File: src/sv/light_proximity_event_processor_defines.svh
// Assertion helpers shared by the light and proximity event processor.
// Both macros sample on the rising edge of clk and are disabled while rst_n is low.
`ifndef LIGHT_PROXIMITY_EVENT_PROCESSOR_DEFINES_SVH
`define LIGHT_PROXIMITY_EVENT_PROCESSOR_DEFINES_SVH
`ifndef SYNTH
`define LPEP_ASSERT(label, expr, msg) \
  label: assert property (@(posedge clk) disable iff (!rst_n) (expr)) else $error(msg);
`define LPEP_ASSERT_IMP(label, ante, cons, msg) \
  label: assert property (@(posedge clk) disable iff (!rst_n) (ante) |-> (cons)) \
    else $error(msg);
`else
`define LPEP_ASSERT(label, expr, msg)
`define LPEP_ASSERT_IMP(label, ante, cons, msg)
`endif
`endif

File: src/sv/lpep_pkg.sv
package lpep_pkg;

  // Configuration port geometry.
  localparam int CFG_AW = 5;
  localparam int CFG_DW = 32;

  // Stream widths.
  localparam int IN_DW  = 48;
  localparam int OUT_DW = 88;

  // Queue between the front and the back.
  localparam int QDEPTH = 2;
  localparam int QPW    = (QDEPTH > 1) ? $clog2(QDEPTH) : 1;
  localparam int QCW    = $clog2(QDEPTH + 1);

  // Sensor enable bits.
  localparam int EN_LIGHT = 0;
  localparam int EN_PROX  = 1;

  // Proximity tracking.
  localparam int PROX_WAVE   = 100;
  localparam int PROX_WINDOW = 100;
  localparam logic [10:0] BASELINE_RST  = 11'd923;
  localparam logic [9:0]  PROX_LOW_RST  = 10'h31f;
  localparam logic [9:0]  PROX_HIGH_RST = 10'h320;

  // Reciprocal constants: x / N == (x * RECIP_N) >> SH_N over the value ranges used.
  localparam logic [15:0] RECIP_5   = 16'd52429;
  localparam int          SH_5      = 18;
  localparam logic [23:0] RECIP_10  = 24'd13421773;
  localparam int          SH_10     = 27;
  localparam logic [26:0] RECIP_100 = 27'd85899346;
  localparam int          SH_100    = 33;

  // Lux computation.
  localparam logic signed [26:0] LUX_MAX   = 27'sd67108863;
  localparam logic signed [26:0] LUX_FIRST = -27'sd1;
  localparam int NUM_W     = 37;
  localparam int DVSR_W    = 24;
  localparam int DIV_STEPS = NUM_W;
  localparam int DCNT_W    = $clog2(DIV_STEPS + 1);

  typedef enum logic [2:0] {
    REG_ALS_TIME       = 3'd0,
    REG_ALS_GAIN       = 3'd1,
    REG_GLASS_ATTEN    = 3'd2,
    REG_IR_COEF_B      = 3'd3,
    REG_CLEAR_COEF_C   = 3'd4,
    REG_IR_COEF_D      = 3'd5,
    REG_DEVICE_FACTOR  = 3'd6,
    REG_SENSOR_ENABLES = 3'd7
  } reg_idx_t;

  typedef struct packed {
    logic [7:0] als_time;
    logic [6:0] als_gain;
    logic [7:0] glass_atten;
    logic [9:0] ir_coef_b;
    logic [7:0] clear_coef_c;
    logic [9:0] ir_coef_d;
    logic [7:0] device_factor;
    logic [1:0] sensor_enables;
  } cfg_t;

  typedef struct packed {
    logic        action;
    logic        prox_pending;
    logic        light_pending;
    logic [9:0]  prox_count;
    logic [15:0] clear_count;
    logic [15:0] ir_count;
  } in_item_t;

  typedef struct packed {
    logic               distance_valid;
    logic               far_flag;
    logic               light_valid;
    logic signed [26:0] lux_value;
    logic [9:0]         prox_low_out;
    logic [9:0]         prox_high_out;
    logic [15:0]        light_low_out;
    logic [15:0]        light_high_out;
    logic               prox_irq_clear;
    logic               light_irq_clear;
  } out_item_t;

  typedef struct packed {
    logic        need_lux;
    logic [15:0] clear_count;
    logic [15:0] ir_count;
    out_item_t   res;
  } qentry_t;

  typedef enum logic [3:0] {
    B_IDLE,
    B_IRB,
    B_Q1,
    B_CC,
    B_Q2,
    B_IRD,
    B_Q3,
    B_ADJ,
    B_DEV,
    B_DEN,
    B_Q4,
    B_DIVSET,
    B_DIV,
    B_OUT
  } back_state_t;

endpackage

File: src/sv/lpep_queue.sv
`include "light_proximity_event_processor_defines.svh"

module lpep_queue
  import lpep_pkg::*;
(
  input  logic    clk,
  input  logic    rst_n,
  input  logic    push_i,
  input  qentry_t data_i,
  output logic    full_o,
  input  logic    pop_i,
  output qentry_t data_o,
  output logic    empty_o
);

  qentry_t          mem_r [QDEPTH];
  logic [QPW-1:0]   wr_ptr_r, wr_ptr_nxt;
  logic [QPW-1:0]   rd_ptr_r, rd_ptr_nxt;
  logic [QCW-1:0]   count_r, count_nxt;

  assign full_o  = (count_r == QCW'(QDEPTH));
  assign empty_o = (count_r == '0);
  assign data_o  = mem_r[rd_ptr_r];

  always_comb begin
    wr_ptr_nxt = wr_ptr_r;
    rd_ptr_nxt = rd_ptr_r;
    count_nxt  = count_r;
    if (push_i) begin
      wr_ptr_nxt = (wr_ptr_r == QPW'(QDEPTH - 1)) ? '0 : wr_ptr_r + 1'b1;
    end
    if (pop_i) begin
      rd_ptr_nxt = (rd_ptr_r == QPW'(QDEPTH - 1)) ? '0 : rd_ptr_r + 1'b1;
    end
    if (push_i && !pop_i) begin
      count_nxt = count_r + 1'b1;
    end else if (pop_i && !push_i) begin
      count_nxt = count_r - 1'b1;
    end
  end

  always_ff @(posedge clk) begin
    if (!rst_n) begin
      wr_ptr_r <= '0;
      rd_ptr_r <= '0;
      count_r  <= '0;
    end else begin
      wr_ptr_r <= wr_ptr_nxt;
      rd_ptr_r <= rd_ptr_nxt;
      count_r  <= count_nxt;
    end
  end

  always_ff @(posedge clk) begin
    if (push_i) begin
      mem_r[wr_ptr_r] <= data_i;
    end
  end

  `LPEP_ASSERT(a_q_no_overflow, count_r <= QCW'(QDEPTH), "queue holds more beats than its depth")
  `LPEP_ASSERT_IMP(a_q_pop_nonempty, pop_i, count_r != '0, "queue popped while empty")

endmodule

File: config.mk
export PLATFORM = sky130hd
export DESIGN_NAME = lpep_queue
export DESIGN_NICKNAME = d
export VERILOG_FILES = /design/src/sv/lpep_pkg.sv /design/src/sv/lpep_queue.sv
export VERILOG_INCLUDE_DIRS = /design/src /design/src/sv
export SDC_FILE = /design/constraint.sdc
export NUM_CORES = 1
export LEC_CHECK = 0
export ABC_CLOCK_PERIOD_IN_PS = 7230
export BUFFER_PORTS_ARGS = -buffer_cell sky130_fd_sc_hd__buf_4
export CAP_MARGIN = 20
export CORE_ASPECT_RATIO = 1.5
export CORE_MARGIN = 2
export CORE_UTILIZATION = 52
export CTS_CLUSTER_SIZE = 28
export DETAILED_ROUTE_END_ITERATION = 10
export PLACE_DENSITY = 0.88
export SLEW_MARGIN = 30
export SYNTH_ARGS = -nofsm -noshare
export SYNTH_HDL_FRONTEND = slang
export SYNTH_SLANG_ARGS = --single-unit
File: constraint.sdc
create_clock -name clk -period 7.23 [get_ports clk]
set_input_delay 0.723 -clock clk [delete_from_list [all_inputs] [get_ports clk]]
set_output_delay 0.723 -clock clk [all_outputs]
set_load 0.02 [all_outputs]
==> impl_metrics.tcl <==
set metrics [dict create \
    r2r_slack_ns 4.97 \
    hold_path_depth 1 \
    ios 240 \
    cts_max_path_buffers 3 \
    hp-start "data_i[115]" \
    num_vias 4477 \
    p_leak_nw 4.338 \
    yosysTopAreaCellShare_pct 80.13 \
    die_h_um 163.1 \
    status "complete, no violations" \
    hold_end "mem_r[0][115]" \
    crit_buf_inv 2 \
    post_cts_resized 0 \
    syn-num-nets 508 \
    route.detailed.drc 0 \
    cts_tree "yes" \
    synthFlopType "edfxtp_1" \
    cts_num_sinks 239 \
    crit_family "buffers and inverters" \
    gp_congestion 0.7369 \
    hold_viol 0 \
    setup_tns_ns 0 \
    numPortBuffers 239 \
    rsz0062_at_grt "false" \
    h-tree-depth 1 \
    cts_buffers 21 \
    setup_viol 0 \
    r2r_end "mem_r[1][26]" \
    track_usage_pct 18.54 \
    start_kind "flop" \
    wl_mm 17.08 \
    cts-root-buf "clkbuf_16" \
    grt_pass1_wl_mm 24.75 \
    place_area_um2 10770 \
    crit_type "reg -> out" \
    period_needed_ns 3.583 \
    drt_iter0_markers 224 \
    cpPeakStageDelay_ns 0.86 \
    slew_violations 0 \
    synth_common_cells "edfxtp_1, mux2_2, mux2_4" \
    cts.clk_slew.worst_paths_ns 0.07 \
    area_growth_pct 30.42 \
    grt_max_degree 70 \
    syn-mean-instance-area_um2 22.72 \
    ant_nets 0 \
    endpoint_kind "primary output" \
    synth.distinct_cells 17 \
    die-area_um2 17940 \
    hpwl_mm 11.53 \
    syn_area_um2 8770 \
    finalClockSkew_ns 0.006906 \
    die_w_um 110.0 \
    core-area_um2 16620 \
    final_area_um2 11440 \
    antenna_found_initial 1 \
    critPathSlowestCell "dfxtp_4" \
    r2r-start "wr_ptr_r" \
    firstDrtPassIters 4 \
    drt-vias-per-instance 5.182 \
    hold_slack_ns 0.4230 \
    fmax_mhz 279.1 \
    nFillCells 1030 \
    cp_max_fo 68 \
    cts_hold_buf 0 \
    finalNetCount 761 \
    worst_pin_slew_ns 0.9129 \
    required_ns 6.51 \
    worstPathCellList "buf_4 -> mux2_2 -> buf_4" \
    fin_crit_sh_pct 49.56 \
    path_common_cell "buf_4" \
    drv_cap 0 \
    hold_class "in -> reg" \
    critPathArrivalTime_ns 2.86 \
    synth_area_leaders "edfxtp_1, mux2_2, mux2_4" \
    synth_most_common_cell "edfxtp_1" \
    post_drt_wl_per_cell_um 19.77 \
    yosys_warnings 0 \
    ys_ff_latch 239 \
    yosysTopAreaCell "edfxtp_1" \
    netlist_instances 386 \
    synth_edf_count 234 \
    grt_pass1_vias 4860 \
    postCtsSetupBuffers 0 \
    maxSlewHeadroom_pct 39.14 \
    drive_above_1_share_pct 60.18 \
    clock_latency_ns 0.48 \
    reg2reg_depth 2 \
    start_util_pct 52.77 \
    row_count 58 \
    async_flop_share_pct 0 \
    powerDensity_nw_per_um2 273.0 \
    overflow 0 \
    yosysSeqAreaShare_pct 81.27 \
    ir_drop_mv 0.2660 \
]
==> power by group <==
part	leakage, nW	switching (mW)	internal [mW]
Clock	0.320	0.454	0.616
Combinational	1.78	0.210	0.209
Sequential	2.24	0.0317	1.60
==> cell usage in the layout (no fill, tap or decap), types with 2 or more instances in the layout <==
| cell type | instances |
|---|---|
| buf_4 | 243 |
| clkbuf_1 | 4 |
| dfxtp_1 | 4 |
| xor2_1 | 2 |
| clkinv_2 | 4 |
| mux2_2 | 87 |
| mux2_4 | 30 |
| clkinv_1 | 3 |
| clkinvlp_4 | 2 |
| bufinv_16 | 2 |
| clkbuf_16 | 21 |
| and2_1 | 3 |
| edfxtp_1 | 234 |
| nor2b_1 | 2 |
==> sequential cells by signal, summed over array words and instances, names as in the netlist, named ones only <==
register	count
rd_ptr_r	1
mem_r	234
wr_ptr_r	1
count_r	2
==> cell families (layout without fill, tap and decap cells) <==
family / count (synthesis) / in the layout / share of synthesized area, %
compound gates: 3 / 3 / 0.2283
xor+xnor: 3 / 3 / 0.2997
fa+ha+maj: 1 / 1 / 0.1427
buf+inv: 14 / 281 / 1.141
flops: 239 / 239 / 81.27
mux: 117 / 117 / 16.31
other cells: 0 / 1 / 0
simple gates: 9 / 9 / 0.6135
==> cell type report <==
type / count / area [um^2] / share of cell area (%)
clock inverters: 11 / 106.4 / 0.9299
inverters: 1 / 3.754 / 0.03282
multi-input cells: 133 / 1553 / 13.58
well taps: 210 / 262.8 / 2.297
flip-flops and latches: 239 / 7131 / 62.35
diodes: 1 / 2.502 / 0.02188
clock buffers: 26 / 554.3 / 4.846
repair buffers: 243 / 1824 / 15.95
==> layer usage <==
| metal | track usage, % | share of wire (%) | up-vias | wire length, um |
|---|---|---|---|---|
| met5 | 0 | 0 | - | 0 |
| met4 | 8.573 | 4.4 | 0 | 755 |
| met3 | 4.908 | 7.4 | 52 | 1266 |
| met2 | 34.55 | 56 | 170 | 9532 |
| met1 | 18.62 | 32 | 2220 | 5522 |
| li1 | - | - | 2035 | - |
==> how the worst max path moves through the flow <==
stage | cells past startpoint | to | from | slack, ns
6_report | 3 | data_o[115] | flop | 3.65
5_1_grt | 3 | data_o[2] | flop | 3.52
4_1_cts | 3 | data_o[2] | flop | 3.63
3_5_place_dp | 3 | data_o[16] | flop | 4.15
3_3_place_gp | 3 | data_o[111] | flop | 4.20
2_1_floorplan | 1 | mem_r[0][0] | push_i | 0.79
==> stage by stage <==
step | utilization [%] | setup WS [ns] | power [mW] | cells
2_1_floorplan | - | 0.7892 | 1.898 | 386
3_3_place_gp | 64.83 | 4.198 | 2.067 | 826
3_5_place_dp | 64.83 | 4.155 | 2.085 | 826
4_1_cts | 68.81 | 3.630 | 3.153 | 863
5_1_grt | 68.81 | 3.516 | 3.227 | 863
6_report | 68.82 | 3.647 | 3.123 | 864
Power figures use the tool's default switching activity.
