<file path="config.mk">
export PLATFORM = sky130hd
export DESIGN_NAME = lpep_front
export DESIGN_NICKNAME = d
export VERILOG_FILES = /design/src/sv/lpep_pkg.sv /design/src/sv/lpep_front.sv
export VERILOG_INCLUDE_DIRS = /design/src /design/src/sv
export SDC_FILE = /design/constraint.sdc
export NUM_CORES = 1
export LEC_CHECK = 0
export BUFFER_PORTS_ARGS = -buffer_cell sky130_fd_sc_hd__buf_2
export CAP_MARGIN = 20
export CORE_UTILIZATION = 30
export CTS_BUF_LIST = sky130_fd_sc_hd__clkbuf_8 sky130_fd_sc_hd__clkbuf_16
export DETAILED_ROUTE_END_ITERATION = 12
export PLACE_DENSITY = 0.54
export SLEW_MARGIN = 20
export SYNTH_ARGS = -nofsm -noshare
export SYNTH_HDL_FRONTEND = slang
export SYNTH_SLANG_ARGS = --single-unit
</file>
<file path="constraint.sdc">
create_clock -name clk -period 18.7 [get_ports clk]
set_input_delay 3.74 -clock clk [delete_from_list [all_inputs] [get_ports clk]]
set_output_delay 3.74 -clock clk [all_outputs]
set_load 0.03 [all_outputs]
</file>
<file path="src/sv/light_proximity_event_processor_defines.svh">
// Assertion helpers shared by the light and proximity event processor.
// Both macros sample on the rising edge of clk and are disabled while rst_n is low.
`ifndef LIGHT_PROXIMITY_EVENT_PROCESSOR_DEFINES_SVH
`define LIGHT_PROXIMITY_EVENT_PROCESSOR_DEFINES_SVH
`ifndef SYNTH
`define LPEP_ASSERT(label, expr, msg) \
  label: assert property (@(posedge clk) disable iff (!rst_n) (expr)) else $error(msg);
`define LPEP_ASSERT_IMP(label, ante, cons, msg) \
  label: assert property (@(posedge clk) disable iff (!rst_n) (ante) |-> (cons)) \
    else $error(msg);
`else
`define LPEP_ASSERT(label, expr, msg)
`define LPEP_ASSERT_IMP(label, ante, cons, msg)
`endif
`endif

</file>
<file path="src/sv/lpep_pkg.sv">
package lpep_pkg;

  // Configuration port geometry.
  localparam int CFG_AW = 5;
  localparam int CFG_DW = 32;

  // Stream widths.
  localparam int IN_DW  = 48;
  localparam int OUT_DW = 88;

  // Queue between the front and the back.
  localparam int QDEPTH = 2;
  localparam int QPW    = (QDEPTH > 1) ? $clog2(QDEPTH) : 1;
  localparam int QCW    = $clog2(QDEPTH + 1);

  // Sensor enable bits.
  localparam int EN_LIGHT = 0;
  localparam int EN_PROX  = 1;

  // Proximity tracking.
  localparam int PROX_WAVE   = 100;
  localparam int PROX_WINDOW = 100;
  localparam logic [10:0] BASELINE_RST  = 11'd923;
  localparam logic [9:0]  PROX_LOW_RST  = 10'h31f;
  localparam logic [9:0]  PROX_HIGH_RST = 10'h320;

  // Reciprocal constants: x / N == (x * RECIP_N) >> SH_N over the value ranges used.
  localparam logic [15:0] RECIP_5   = 16'd52429;
  localparam int          SH_5      = 18;
  localparam logic [23:0] RECIP_10  = 24'd13421773;
  localparam int          SH_10     = 27;
  localparam logic [26:0] RECIP_100 = 27'd85899346;
  localparam int          SH_100    = 33;

  // Lux computation.
  localparam logic signed [26:0] LUX_MAX   = 27'sd67108863;
  localparam logic signed [26:0] LUX_FIRST = -27'sd1;
  localparam int NUM_W     = 37;
  localparam int DVSR_W    = 24;
  localparam int DIV_STEPS = NUM_W;
  localparam int DCNT_W    = $clog2(DIV_STEPS + 1);

  typedef enum logic [2:0] {
    REG_ALS_TIME       = 3'd0,
    REG_ALS_GAIN       = 3'd1,
    REG_GLASS_ATTEN    = 3'd2,
    REG_IR_COEF_B      = 3'd3,
    REG_CLEAR_COEF_C   = 3'd4,
    REG_IR_COEF_D      = 3'd5,
    REG_DEVICE_FACTOR  = 3'd6,
    REG_SENSOR_ENABLES = 3'd7
  } reg_idx_t;

  typedef struct packed {
    logic [7:0] als_time;
    logic [6:0] als_gain;
    logic [7:0] glass_atten;
    logic [9:0] ir_coef_b;
    logic [7:0] clear_coef_c;
    logic [9:0] ir_coef_d;
    logic [7:0] device_factor;
    logic [1:0] sensor_enables;
  } cfg_t;

  typedef struct packed {
    logic        action;
    logic        prox_pending;
    logic        light_pending;
    logic [9:0]  prox_count;
    logic [15:0] clear_count;
    logic [15:0] ir_count;
  } in_item_t;

  typedef struct packed {
    logic               distance_valid;
    logic               far_flag;
    logic               light_valid;
    logic signed [26:0] lux_value;
    logic [9:0]         prox_low_out;
    logic [9:0]         prox_high_out;
    logic [15:0]        light_low_out;
    logic [15:0]        light_high_out;
    logic               prox_irq_clear;
    logic               light_irq_clear;
  } out_item_t;

  typedef struct packed {
    logic        need_lux;
    logic [15:0] clear_count;
    logic [15:0] ir_count;
    out_item_t   res;
  } qentry_t;

  typedef enum logic [3:0] {
    B_IDLE,
    B_IRB,
    B_Q1,
    B_CC,
    B_Q2,
    B_IRD,
    B_Q3,
    B_ADJ,
    B_DEV,
    B_DEN,
    B_Q4,
    B_DIVSET,
    B_DIV,
    B_OUT
  } back_state_t;

endpackage

</file>
<file path="src/sv/lpep_front.sv">
`include "light_proximity_event_processor_defines.svh"

module lpep_front
  import lpep_pkg::*;
(
  input  logic       clk,
  input  logic       rst_n,
  input  logic       in_tvalid,
  output logic       in_tready,
  input  in_item_t   in_item,
  input  logic [1:0] enables,
  output logic       q_push,
  output qentry_t    q_data,
  input  logic       q_full
);

  logic [10:0] base_r, base_nxt;
  logic [9:0]  plo_r, plo_nxt;
  logic [9:0]  phi_r, phi_nxt;
  logic [15:0] llo_r, llo_nxt;
  logic [15:0] lhi_r, lhi_nxt;
  logic        first_read_r, first_read_nxt;

  logic        sample, prox_hit, light_hit;
  logic        dist_valid, far;
  logic [10:0] cand, cand_hi;
  logic [31:0] c5_prod;
  logic [13:0] c_div5;
  logic [15:0] c5_back;
  logic        rem_nz;
  logic [16:0] hi_sum;
  logic [15:0] hi_sat, lo_val;

  assign in_tready = !q_full;
  assign q_push    = in_tvalid && !q_full;
  assign sample    = q_push && !in_item.action;
  assign prox_hit  = sample && in_item.prox_pending && enables[EN_PROX];
  assign light_hit = sample && in_item.light_pending && enables[EN_LIGHT];

  assign cand    = {1'b0, in_item.prox_count} + 11'(PROX_WAVE);
  assign cand_hi = cand + 11'(PROX_WINDOW);

  // Light thresholds: 6c/5 = c + c/5 and 4c/5 = c - ceil(c/5).
  assign c5_prod = in_item.clear_count * RECIP_5;
  assign c_div5  = c5_prod[31:SH_5];
  assign c5_back = {c_div5, 2'b00} + {2'b00, c_div5};
  assign rem_nz  = (c5_back != in_item.clear_count);
  assign hi_sum  = {1'b0, in_item.clear_count} + 17'(c_div5);
  assign hi_sat  = hi_sum[16] ? 16'hffff : hi_sum[15:0];
  assign lo_val  = in_item.clear_count - 16'(c_div5) - 16'(rem_nz);

  always_comb begin
    base_nxt       = base_r;
    plo_nxt        = plo_r;
    phi_nxt        = phi_r;
    llo_nxt        = llo_r;
    lhi_nxt        = lhi_r;
    first_read_nxt = first_read_r;
    dist_valid     = 1'b0;
    far            = 1'b0;
    if (q_push && in_item.action) begin
      first_read_nxt = 1'b1;
    end
    if (prox_hit) begin
      if (cand < base_r) begin
        base_nxt = cand;
        plo_nxt  = cand[9:0];
        phi_nxt  = cand_hi[9:0];
      end
      if (in_item.prox_count >= phi_nxt) begin
        plo_nxt    = base_nxt[9:0];
        dist_valid = 1'b1;
      end else if (in_item.prox_count <= plo_nxt) begin
        plo_nxt    = '0;
        dist_valid = 1'b1;
        far        = 1'b1;
      end
    end
    if (light_hit) begin
      lhi_nxt        = hi_sat;
      llo_nxt        = lo_val;
      first_read_nxt = 1'b0;
    end
  end

  always_comb begin
    q_data                     = '0;
    q_data.need_lux            = light_hit && !first_read_r;
    q_data.clear_count         = in_item.clear_count;
    q_data.ir_count            = in_item.ir_count;
    q_data.res.distance_valid  = dist_valid;
    q_data.res.far_flag        = far;
    q_data.res.light_valid     = light_hit;
    q_data.res.lux_value       = (light_hit && first_read_r) ? LUX_FIRST : '0;
    q_data.res.prox_low_out    = plo_nxt;
    q_data.res.prox_high_out   = phi_nxt;
    q_data.res.light_low_out   = llo_nxt;
    q_data.res.light_high_out  = lhi_nxt;
    q_data.res.prox_irq_clear  = sample && in_item.prox_pending;
    q_data.res.light_irq_clear = sample && in_item.light_pending;
  end

  always_ff @(posedge clk) begin
    if (!rst_n) begin
      base_r       <= BASELINE_RST;
      plo_r        <= PROX_LOW_RST;
      phi_r        <= PROX_HIGH_RST;
      llo_r        <= '0;
      lhi_r        <= '0;
      first_read_r <= 1'b1;
    end else begin
      base_r       <= base_nxt;
      plo_r        <= plo_nxt;
      phi_r        <= phi_nxt;
      llo_r        <= llo_nxt;
      lhi_r        <= lhi_nxt;
      first_read_r <= first_read_nxt;
    end
  end

  `LPEP_ASSERT(a_base_never_rises, base_nxt <= base_r, "proximity baseline increased")
  `LPEP_ASSERT_IMP(a_first_read_fall, $fell(first_read_r), $past(light_hit),
    "first-read flag cleared without a light report")

endmodule

</file>
==> flow_summary.yaml <==
outcome:
  status: "finished, final reports clean"
hold_path:
  hold_path_class: "register to register"
layout:
  area_growth_pct: 13.8
  final_cell_mix: "inv_1, ha_1, buf_2"
  fin_nets: 1778
  fillCellCount: 3845
  final_common_cell: "inv_1"
  insertedDiodeCount: 0
  drive_gt1_frac: 0.175
  fin_util: 0.345
die:
  die_width_um: 194
  die_area_um2: 37700
  pin_count: 170
  die_h_um: 194
  initial_core_util: 0.304
  rows: 70
  core-area_um2: 36500
synth:
  syn_area_um2: 11100
  synth_edf_count: 0
  synth_seq_cells: 64
  synthArstFlopShare: 0
  syn_area_per_cell_um2: 8.39
  yosysSeqAreaShare: 0.116
  ys_types: 72
  ys.flop_type: "dfxtp_1"
  syn_inst: 1322
  syn-num-nets: 1673
  ys_warn_count: 0
clock_tree:
  cts_buffer_depth: 2
  clk_latency_ns: 0.33
  cts.sinks: 64
  cts_tree: "built"
  root_buffer: "clkbuf_16"
  htreeDepth: 3
  clk_pin_slew_ns: 0.06
  cts_buffers: 9
  holdBufCountCts: 0
setup_path:
  endpoint_kind: "output port"
  cp-start-kind: "input pin"
  endpoint: "q_data[30]"
  worstPathRequired_ns: 14.96
  timing.rr.start: "base_r[1]"
  cp-startpoint: "in_item[24]"
  max_stage_delay_ns: 0.57
  cp_slowest_cell: "fa_1"
  r2r_end: "plo_r[4]"
  cp_top_family: "adder cells"
  arrival_ns: 14.46
  rrSetupSlack_ns: 13.23
  critPathBufInv: 7
  worstPathMaxFanout: 8
  critical_path_class: "input pin to output port"
  rr_worst_depth: 21
  cp.depth: 43
drt:
  drt_iter0_markers: 429
  drtPass1Iterations: 7
  drtAntennaViolNets: 0
  drc: 0
  post_drt_wl_per_cell_um: 16.0
  vias_per_cell: 4.75
  num_vias: 9033
  wirelength_um: 30400
placement:
  dp_slack_ns: -0.148
  portBuffers: 137
  gp_congestion: 0.842
  dp_hpwl_um: 26000
global_route:
  grt_overflow: 0
  grt_pass1_wl_um: 48100
  grt_usage: 0.160
  grt_max_degree: 51
  grt_pass1_vias: 8970
  antenna_found_initial: 0
timing:
  rsz0062_at_grt: "no"
  fin_hold_ws_ns: 0.457
  fin_crit_sh: 0.973
  final_max_slew_viol_count: 0
  tns_ns: 0
  slew_headroom: 0.335
  setup_ws_ns: 0.503
  finalHoldViolCount: 0
  setup_viol: 0
  tightest_slew_ns: 0.998
  clock_skew_ns: 0.00967
  fmax_mhz: 55.0
  layout_min_cycle_time_ns: 18.20
run:
  max_cap_violations: 0
==> cell usage after synthesis (all sizes together), types with 6 or more instances <==
library cell | number | area (um^2)
a211oi | 8 | 65.1
ha | 217 | 2720
xor2 | 21 | 191
mux2 | 8 | 90.1
a21oi | 58 | 290
nor3 | 15 | 80.1
o211ai | 16 | 120
inv | 250 | 938
dfxtp | 64 | 1280
mux2i | 12 | 120
nand4 | 12 | 75.1
nor2 | 75 | 287
nor4 | 7 | 58.8
a21o | 19 | 143
o31ai | 7 | 52.6
xnor2 | 55 | 482
nand2 | 89 | 337
buf | 69 | 492
or3 | 7 | 43.8
o21ai | 38 | 190
o31a | 6 | 53.8
clkbuf | 20 | 75.1
nand3 | 18 | 90.1
a31oi | 16 | 100
o21a | 9 | 67.6
fa | 83 | 1660
o21bai | 7 | 52.6
nand2b | 9 | 56.3
and2 | 35 | 219
nor2b | 8 | 50.1
==> cell families (layout without fill, tap and decap cells) <==
group / after synthesis / count (layout) / synth area share
AO/OA/AOI/OAI: 225 / 225 / 0.141
XOR/XNOR: 77 / 77 / 0.0628
adder cells (fa/ha/maj): 300 / 300 / 0.395
buffers and inverters: 339 / 449 / 0.136
flip-flops: 64 / 64 / 0.116
multiplexers: 20 / 20 / 0.0190
AND/OR/NAND/NOR: 297 / 297 / 0.132
==> area by class of cell <==
cell class,instances,area [um^2],area share
Clock buffer,9,225,0.0179
Clock inverter,7,119,0.00942
Inverter,250,938,0.0744
Multi-Input combinational cell,919,8430,0.668
Sequential cell,64,1280,0.102
Tap cell,468,586,0.0464
Timing Repair Buffer,183,1030,0.0819
==> worst min-delay path by stage <==
stage                     cells past startpoint    endpoint       start
after CTS                                     2   base_r[5]   base_r[5]
after floorplan                               2  base_r[10]  base_r[10]
after detailed placement                      2   base_r[5]   base_r[5]
after global routing                          2    llo_r[6]    llo_r[6]
after global placement                        2   base_r[5]   base_r[5]
final                                         2   base_r[5]   base_r[5]
==> per-stage QoR <==
stage / area, um^2 / cells
after floorplan: 11100 / 1322
after global placement: 12100 / 1878
after detailed placement: 12100 / 1878
after CTS: 12400 / 1894
after global routing: 12600 / 1900
final: 12600 / 1900
==> flip-flops by register name (all words and copies together) (netlist names) <==
name / cells
base_r: 11
first_read_r: 1
lhi_r: 16
llo_r: 16
phi_r: 10
plo_r: 10
==> timing repair <==
item,in CTS,in global routing
buffers inserted,0,6
hold endpoints to repair,0,0
cloned,0,0
gates resized for setup,2,23
pin swaps,0,13
setup endpoints to repair,2,5
==> per-layer routing <==
metal  GRT usage  share of wire  wire length (um)  vias to the layer above
li1            -              -                 -                     4542
met4      0.0288          0.012               361                        0
met1       0.223           0.50             15100                     4289
met3      0.0167          0.034              1030                       19
met5           0              0                 0                        -
met2       0.269           0.46             13900                      183
==> worst register-to-register path, stage by stage (launching register included) <==
cell,delay (ns)
dfxtp_1,0.34
inv_1,0.06
ha_1,0.26
a21o_1,0.17
a21o_1,0.18
a21o_1,0.17
a21oi_1,0.15
o21ai_1,0.12
a221o_1,0.67
nand2_1,0.20
nand2_1,0.07
ha_1,0.26
nand2b_1,0.14
a21o_1,0.17
a21o_1,0.18
a21o_1,0.17
a21o_1,0.20
a2111oi_2,0.58
o21a_1,0.58
nor3_1,0.08
or4_1,0.54
nand3_1,0.10
Power is not shown: default switching activity piles up to over one toggle a cycle in this logic, so the estimate is an artifact.
