**config.mk**
```make
export PLATFORM = sky130hd
export DESIGN_NAME = lpep_back
export DESIGN_NICKNAME = d
export VERILOG_FILES = /design/src/sv/lpep_pkg.sv /design/src/sv/lpep_back.sv
export VERILOG_INCLUDE_DIRS = /design/src /design/src/sv
export SDC_FILE = /design/constraint.sdc
export NUM_CORES = 2
export LEC_CHECK = 0
export ABC_AREA = 1
export BUFFER_PORTS_ARGS = -buffer_cell sky130_fd_sc_hd__buf_2
export CAP_MARGIN = 5
export CORE_AREA = 4 4 287 359
export CTS_CLUSTER_SIZE = 12
export DETAILED_ROUTE_END_ITERATION = 8
export DIE_AREA = 0 0 291 363
export PLACE_DENSITY_LB_ADDON = 0.2
export SLEW_MARGIN = 20
export SYNTH_ARGS = -nofsm -noshare
export SYNTH_HDL_FRONTEND = slang
export SYNTH_SLANG_ARGS = --single-unit
```
**constraint.sdc**
```tcl
create_clock -name clk -period 24.9 [get_ports clk]
set_clock_uncertainty 0.05 [all_clocks]
set_input_delay 3.735 -clock clk [delete_from_list [all_inputs] [get_ports clk]]
set_output_delay 3.735 -clock clk [all_outputs]
set_load 0.02 [all_outputs]
```
**src/sv/light_proximity_event_processor_defines.svh**
```systemverilog
// Assertion helpers shared by the light and proximity event processor.
// Both macros sample on the rising edge of clk and are disabled while rst_n is low.
`ifndef LIGHT_PROXIMITY_EVENT_PROCESSOR_DEFINES_SVH
`define LIGHT_PROXIMITY_EVENT_PROCESSOR_DEFINES_SVH
`ifndef SYNTH
`define LPEP_ASSERT(label, expr, msg) \
  label: assert property (@(posedge clk) disable iff (!rst_n) (expr)) else $error(msg);
`define LPEP_ASSERT_IMP(label, ante, cons, msg) \
  label: assert property (@(posedge clk) disable iff (!rst_n) (ante) |-> (cons)) \
    else $error(msg);
`else
`define LPEP_ASSERT(label, expr, msg)
`define LPEP_ASSERT_IMP(label, ante, cons, msg)
`endif
`endif

```
**src/sv/lpep_pkg.sv**
```systemverilog
package lpep_pkg;

  // Configuration port geometry.
  localparam int CFG_AW = 5;
  localparam int CFG_DW = 32;

  // Stream widths.
  localparam int IN_DW  = 48;
  localparam int OUT_DW = 88;

  // Queue between the front and the back.
  localparam int QDEPTH = 2;
  localparam int QPW    = (QDEPTH > 1) ? $clog2(QDEPTH) : 1;
  localparam int QCW    = $clog2(QDEPTH + 1);

  // Sensor enable bits.
  localparam int EN_LIGHT = 0;
  localparam int EN_PROX  = 1;

  // Proximity tracking.
  localparam int PROX_WAVE   = 100;
  localparam int PROX_WINDOW = 100;
  localparam logic [10:0] BASELINE_RST  = 11'd923;
  localparam logic [9:0]  PROX_LOW_RST  = 10'h31f;
  localparam logic [9:0]  PROX_HIGH_RST = 10'h320;

  // Reciprocal constants: x / N == (x * RECIP_N) >> SH_N over the value ranges used.
  localparam logic [15:0] RECIP_5   = 16'd52429;
  localparam int          SH_5      = 18;
  localparam logic [23:0] RECIP_10  = 24'd13421773;
  localparam int          SH_10     = 27;
  localparam logic [26:0] RECIP_100 = 27'd85899346;
  localparam int          SH_100    = 33;

  // Lux computation.
  localparam logic signed [26:0] LUX_MAX   = 27'sd67108863;
  localparam logic signed [26:0] LUX_FIRST = -27'sd1;
  localparam int NUM_W     = 37;
  localparam int DVSR_W    = 24;
  localparam int DIV_STEPS = NUM_W;
  localparam int DCNT_W    = $clog2(DIV_STEPS + 1);

  typedef enum logic [2:0] {
    REG_ALS_TIME       = 3'd0,
    REG_ALS_GAIN       = 3'd1,
    REG_GLASS_ATTEN    = 3'd2,
    REG_IR_COEF_B      = 3'd3,
    REG_CLEAR_COEF_C   = 3'd4,
    REG_IR_COEF_D      = 3'd5,
    REG_DEVICE_FACTOR  = 3'd6,
    REG_SENSOR_ENABLES = 3'd7
  } reg_idx_t;

  typedef struct packed {
    logic [7:0] als_time;
    logic [6:0] als_gain;
    logic [7:0] glass_atten;
    logic [9:0] ir_coef_b;
    logic [7:0] clear_coef_c;
    logic [9:0] ir_coef_d;
    logic [7:0] device_factor;
    logic [1:0] sensor_enables;
  } cfg_t;

  typedef struct packed {
    logic        action;
    logic        prox_pending;
    logic        light_pending;
    logic [9:0]  prox_count;
    logic [15:0] clear_count;
    logic [15:0] ir_count;
  } in_item_t;

  typedef struct packed {
    logic               distance_valid;
    logic               far_flag;
    logic               light_valid;
    logic signed [26:0] lux_value;
    logic [9:0]         prox_low_out;
    logic [9:0]         prox_high_out;
    logic [15:0]        light_low_out;
    logic [15:0]        light_high_out;
    logic               prox_irq_clear;
    logic               light_irq_clear;
  } out_item_t;

  typedef struct packed {
    logic        need_lux;
    logic [15:0] clear_count;
    logic [15:0] ir_count;
    out_item_t   res;
  } qentry_t;

  typedef enum logic [3:0] {
    B_IDLE,
    B_IRB,
    B_Q1,
    B_CC,
    B_Q2,
    B_IRD,
    B_Q3,
    B_ADJ,
    B_DEV,
    B_DEN,
    B_Q4,
    B_DIVSET,
    B_DIV,
    B_OUT
  } back_state_t;

endpackage

```
**src/sv/lpep_back.sv**
```systemverilog
`include "light_proximity_event_processor_defines.svh"

module lpep_back
  import lpep_pkg::*;
(
  input  logic      clk,
  input  logic      rst_n,
  input  cfg_t      cfg,
  input  logic      q_empty,
  input  qentry_t   q_data,
  output logic      q_pop,
  output logic      out_tvalid,
  input  logic      out_tready,
  output out_item_t out_item
);

  back_state_t state_r, state_nxt;

  qentry_t            item_r, item_nxt;
  logic [63:0]        prod_r, prod_nxt;
  logic [31:0]        mul_a, mul_b;
  logic signed [22:0] adj1_r, adj1_nxt;
  logic [20:0]        a2_r, a2_nxt;
  logic [NUM_W-1:0]   num_r, num_nxt;
  logic [DVSR_W-1:0]  rem_r, rem_nxt;
  logic [DVSR_W-1:0]  dvsr_r, dvsr_nxt;
  logic [DCNT_W-1:0]  cnt_r, cnt_nxt;
  out_item_t          out_r;
  logic               out_valid_r, out_valid_nxt;
  logic               out_ld;

  logic [19:0]        q_hi;
  logic signed [22:0] adj2, adj_max;
  logic [20:0]        adj_c;
  logic [8:0]         t_int;
  logic [16:0]        den_base;
  logic [16:0]        den_q;
  logic [DVSR_W-1:0]  dvsr_calc;
  logic [DVSR_W:0]    div_shift, div_diff;
  logic               div_ge;

  // Quotient of the last reciprocal multiply by 100.
  assign q_hi    = prod_r[SH_100 + 19:SH_100];
  assign adj2    = $signed({2'b00, a2_r}) - $signed({3'b000, q_hi});
  assign adj_max = (adj1_r > adj2) ? adj1_r : adj2;
  assign adj_c   = adj_max[22] ? '0 : adj_max[20:0];

  // 272 * (256 - als_time) as a shift-and-add: 272 = 256 + 16.
  assign t_int    = 9'd256 - {1'b0, cfg.als_time};
  assign den_base = {t_int, 8'b0} + {4'b0, t_int, 4'b0};

  // Divisor is 100 * floor(den / 100): 100 = 64 + 32 + 4.
  assign den_q     = prod_r[SH_100 + 16:SH_100];
  assign dvsr_calc = {1'b0, den_q, 6'b0} + {2'b0, den_q, 5'b0} + {5'b0, den_q, 2'b0};

  assign div_shift = {rem_r, num_r[NUM_W-1]};
  assign div_diff  = div_shift - {1'b0, dvsr_r};
  assign div_ge    = (div_shift >= {1'b0, dvsr_r});

  assign prod_nxt = mul_a * mul_b;

  always_comb begin
    state_nxt = state_r;
    unique case (state_r)
      B_IDLE: begin
        if (!q_empty) begin
          state_nxt = q_data.need_lux ? B_IRB : B_OUT;
        end
      end
      B_IRB:    state_nxt = B_Q1;
      B_Q1:     state_nxt = B_CC;
      B_CC:     state_nxt = B_Q2;
      B_Q2:     state_nxt = B_IRD;
      B_IRD:    state_nxt = B_Q3;
      B_Q3:     state_nxt = B_ADJ;
      B_ADJ:    state_nxt = B_DEV;
      B_DEV:    state_nxt = B_DEN;
      B_DEN:    state_nxt = B_Q4;
      B_Q4:     state_nxt = B_DIVSET;
      B_DIVSET: state_nxt = (den_q == '0) ? B_OUT : B_DIV;
      B_DIV: begin
        if (cnt_r == '0) begin
          state_nxt = B_OUT;
        end
      end
      B_OUT: begin
        if (!out_valid_r || out_tready) begin
          state_nxt = B_IDLE;
        end
      end
      default: state_nxt = B_IDLE;
    endcase
  end

  always_comb begin
    q_pop    = 1'b0;
    out_ld   = 1'b0;
    item_nxt = item_r;
    adj1_nxt = adj1_r;
    a2_nxt   = a2_r;
    num_nxt  = num_r;
    rem_nxt  = rem_r;
    dvsr_nxt = dvsr_r;
    cnt_nxt  = cnt_r;
    mul_a    = '0;
    mul_b    = '0;
    unique case (state_r)
      B_IDLE: begin
        q_pop    = !q_empty;
        item_nxt = q_data;
      end
      B_IRB: begin
        mul_a = 32'(cfg.ir_coef_b);
        mul_b = 32'(item_r.ir_count);
      end
      B_Q1: begin
        mul_a = prod_r[31:0];
        mul_b = 32'(RECIP_100);
      end
      B_CC: begin
        adj1_nxt = $signed({7'b0, item_r.clear_count}) - $signed({3'b000, q_hi});
        mul_a    = 32'(cfg.clear_coef_c);
        mul_b    = 32'(item_r.clear_count);
      end
      B_Q2: begin
        mul_a = prod_r[31:0];
        mul_b = 32'(RECIP_10);
      end
      B_IRD: begin
        a2_nxt = prod_r[SH_10 + 20:SH_10];
        mul_a  = 32'(cfg.ir_coef_d);
        mul_b  = 32'(item_r.ir_count);
      end
      B_Q3: begin
        mul_a = prod_r[31:0];
        mul_b = 32'(RECIP_100);
      end
      B_ADJ: begin
        mul_a = 32'(adj_c);
        mul_b = 32'(cfg.glass_atten);
      end
      B_DEV: begin
        mul_a = prod_r[31:0];
        mul_b = 32'(cfg.device_factor);
      end
      B_DEN: begin
        num_nxt = prod_r[NUM_W-1:0];
        mul_a   = 32'(den_base);
        mul_b   = 32'(cfg.als_gain);
      end
      B_Q4: begin
        mul_a = prod_r[31:0];
        mul_b = 32'(RECIP_100);
      end
      B_DIVSET: begin
        dvsr_nxt = dvsr_calc;
        rem_nxt  = '0;
        cnt_nxt  = DCNT_W'(DIV_STEPS);
        if (den_q == '0) begin
          item_nxt.res.lux_value = LUX_MAX;
        end
      end
      B_DIV: begin
        if (cnt_r != '0) begin
          rem_nxt = div_ge ? div_diff[DVSR_W-1:0] : div_shift[DVSR_W-1:0];
          num_nxt = {num_r[NUM_W-2:0], div_ge};
          cnt_nxt = cnt_r - 1'b1;
        end else if (|num_r[NUM_W-1:26]) begin
          item_nxt.res.lux_value = LUX_MAX;
        end else begin
          item_nxt.res.lux_value = {1'b0, num_r[25:0]};
        end
      end
      B_OUT: begin
        out_ld = !out_valid_r || out_tready;
      end
      default: begin
        q_pop = 1'b0;
      end
    endcase
  end

  assign out_valid_nxt = out_ld || (out_valid_r && !out_tready);
  assign out_tvalid    = out_valid_r;
  assign out_item      = out_r;

  always_ff @(posedge clk) begin
    if (!rst_n) begin
      state_r     <= B_IDLE;
      out_valid_r <= 1'b0;
    end else begin
      state_r     <= state_nxt;
      out_valid_r <= out_valid_nxt;
    end
  end

  always_ff @(posedge clk) begin
    item_r <= item_nxt;
    prod_r <= prod_nxt;
    adj1_r <= adj1_nxt;
    a2_r   <= a2_nxt;
    num_r  <= num_nxt;
    rem_r  <= rem_nxt;
    dvsr_r <= dvsr_nxt;
    cnt_r  <= cnt_nxt;
    if (out_ld) begin
      out_r <= item_r.res;
    end
  end

  `LPEP_ASSERT_IMP(a_lux_only_with_light, out_valid_r && !out_r.light_valid,
    out_r.lux_value == '0, "lux value present without a light report")
  `LPEP_ASSERT_IMP(a_div_nonzero, state_r == B_DIV, dvsr_r != '0,
    "lux division running with a zero divisor")

endmodule

```
==> results.cfg <==
[synthesis]
synthArstFlopShare_pct = 0
yosysMostFrequentCell = inv_1
synth_area_leaders = fa_1 (30%), edfxtp_1 (22%), inv_1 (11%)
syn_avg_cell_area_sq_um = 9.166
synth_edf_count = 331
syn_area_sq_um = 44550
netlist_top_cells_count = inv_1 (1,344), nand2_1 (849), fa_1 (663)
synth_flop_cell = edfxtp_1
yosys.area.top_type = fa_1
synth_seq_area_share_pct = 24.92
synth_cells = 4860
synth_warnings = 0
synth_cell_types = 62
synth_top_area_share_pct = 29.79
yosys_register_bits = 389

[grt]
grt_pass1_vias = 34960
grt.overflow.total = 0
antenna_found_initial = 4
grt_util_all_layers_pct = 25.68
grt_pass1_wl_um = 207000
grt_start_max_net_pins = 81

[route]
viasPerCell = 5.130
wire_per_inst_um = 20.91
vias = 33250
drc = 0
firstDrtPassIters = 7
ant_nets = 0
first_iter_violations = 1962
wirelength_um = 135500

[placement]
dp_cells = 6411
hpwl_um = 114100
place_congestion = 0.9460
portBuffers = 265

[critical_path]
path_class = primary input to register
r2r-start = prod_r[34]
ff2ff_path_depth = 42
ff2ff_setup_slack_ps = 13100
r2r-end = prod_r[49]
worstPathMaxFanout = 12
crit_path_end_kind = register
cpPeakStageDelay_ps = 540
cp_common_cell = nand2_1
startpoint = cfg[53]
worst_setup_path_start_kind = primary input
arrival_ps = 13000
required_ps = 25300
crit_slowest_cell = fa_1

[finish]
final_nets = 6354
drive_gt1_share_pct = 9.578
fill_cells = 9533
instances_no_fill = 6481
multi_input_area_sq_um = 27950
area_growth_pct = 9.294
seq_area_sq_um = 11100

[timing]
tightest_slew_ps = 1106
rsz0062_at_grt = no
hold_viol = 0
fmax_mhz = 79.38
drv_slew = 0
maxSlewHeadroom_pct = 26.26
tns_ps = 0
setup_viol = 0
fin_crit_sh_pct = 50.59
fin_crit_ps = 12600

[cts]
cts_max_level = 2
numCtsBuffers = 41
post_cts_buffers = 0
cts.clk_slew.worst_paths_ps = 60
cts_tree = done
clk_latency_ps = 570
clock_path_buffers = 3
post_cts_resize_count = 0
cts.sinks = 389
cts-hold-fix-buffers = 0
clockRootBuffer = clkbuf_16

[floorplan]
initial_core_util_pct = 44.95
die-area_sq_um = 105600
pin_count = 268
die_w_um = 291
core_area_sq_um = 99100
num_rows = 129
die_y_um = 363

[min_path]
hp-start = item_r[18]
min_to = out_item[18]
hold_path_class = register to register
holdPathStages = 0

[run_status]
status = complete, no violations

[flow_run]
maxCapViolations = 0
## routing by layer
layer  up-vias  track usage, %  wire (um)
li1      15340               -          -
met1     16430           32.03      53580
met2      1148           45.07      66930
met3       322           3.134       7999
met4         2           11.36       6971
met5         -               0         13
## metrics by stage
stage	instance area (sq um)	setup slack (ps)	utilization (%)	hold WS, ps
2_1_floorplan	44710	13580	-	350.3
5_1_grt	48680	11820	49.12	371.5
4_1_cts	48650	12420	49.09	361.8
3_3_place_gp	47390	11940	47.82	350.5
6_report	48690	12300	49.13	364.9
3_5_place_dp	47390	11810	47.82	354.5
## sequential cells by signal, summed over array words and instances, names as in the netlist
| name | flops |
|---|---|
| cnt_r | 6 |
| prod_r | 53 |
| adj1_r | 21 |
| out_tvalid | 1 |
| num_r | 37 |
| state_r | 4 |
| rem_r | 24 |
| dvsr_r | 22 |
| a2_r | 21 |
| out_item | 84 |
| item_r | 116 |
## critical path: cells and delay by family
kind                       cells  cell delay, ps
AOI/OAI and AO/OA              5            1040
xor gates and xnor gates       1             150
adders and majority gates     10            4410
buffers and inverters          9             890
and+or+nand+nor               18            2750
## cell usage in the layout (no fill, tap or decap), types with 8 or more instances in the layout
master     count
xnor2_1       31
nand3_4       12
xor2_1        76
nor3_1        19
nand2_4        8
nor2_1       224
a22o_1        11
o21ai_0      131
a21oi_2       13
buf_4         29
nand3_1      109
nor2_4         8
inv_1       1344
clkbuf_1       9
fa_1         663
a31oi_1       14
buf_2        265
inv_2         28
o32ai_1       26
o21bai_1       9
clkbuf_16     43
nand3_2       12
conb_1        44
o21a_1        12
nand4_1       35
nor4_1        11
a21o_1        11
ha_1         364
nand2_2       45
a21oi_1      234
edfxtp_1     331
dfxtp_1       58
nand2_1      848
clkinv_1       8
## logic make-up (layout without fill, tap and decap cells)
family          count (synthesis)  in the layout  share of synthesized area [%]
compound gates                513            513                          6.881
buf+inv                      1470           1736                          12.89
flops                         389            389                          24.92
fa+ha+maj                    1027           1027                          40.02
simple gates                 1352           1352                          13.17
other cells                     2             47                        0.01686
xor+xnor                      107            107                          2.104
## worst max-delay path by stage
stage,cells after the start,endpoint
floorplan,45,prod_r[37]
global placement,42,prod_r[49]
detailed placement,43,prod_r[49]
CTS,43,prod_r[49]
global route,47,prod_r[47]
finish,43,prod_r[49]
## area by class of cell
type	instances	area share [%]
diodes	3	0.01542
clock buffers	53	2.308
clock inverters	13	0.2827
inverters	1375	10.61
multi-input cells	3043	57.41
flip-flops and latches	389	22.80
well taps	1310	3.366
repair buffers	295	3.212
Power is not shown: default switching activity piles up to over one toggle a cycle in this logic, so the estimate is an artifact.
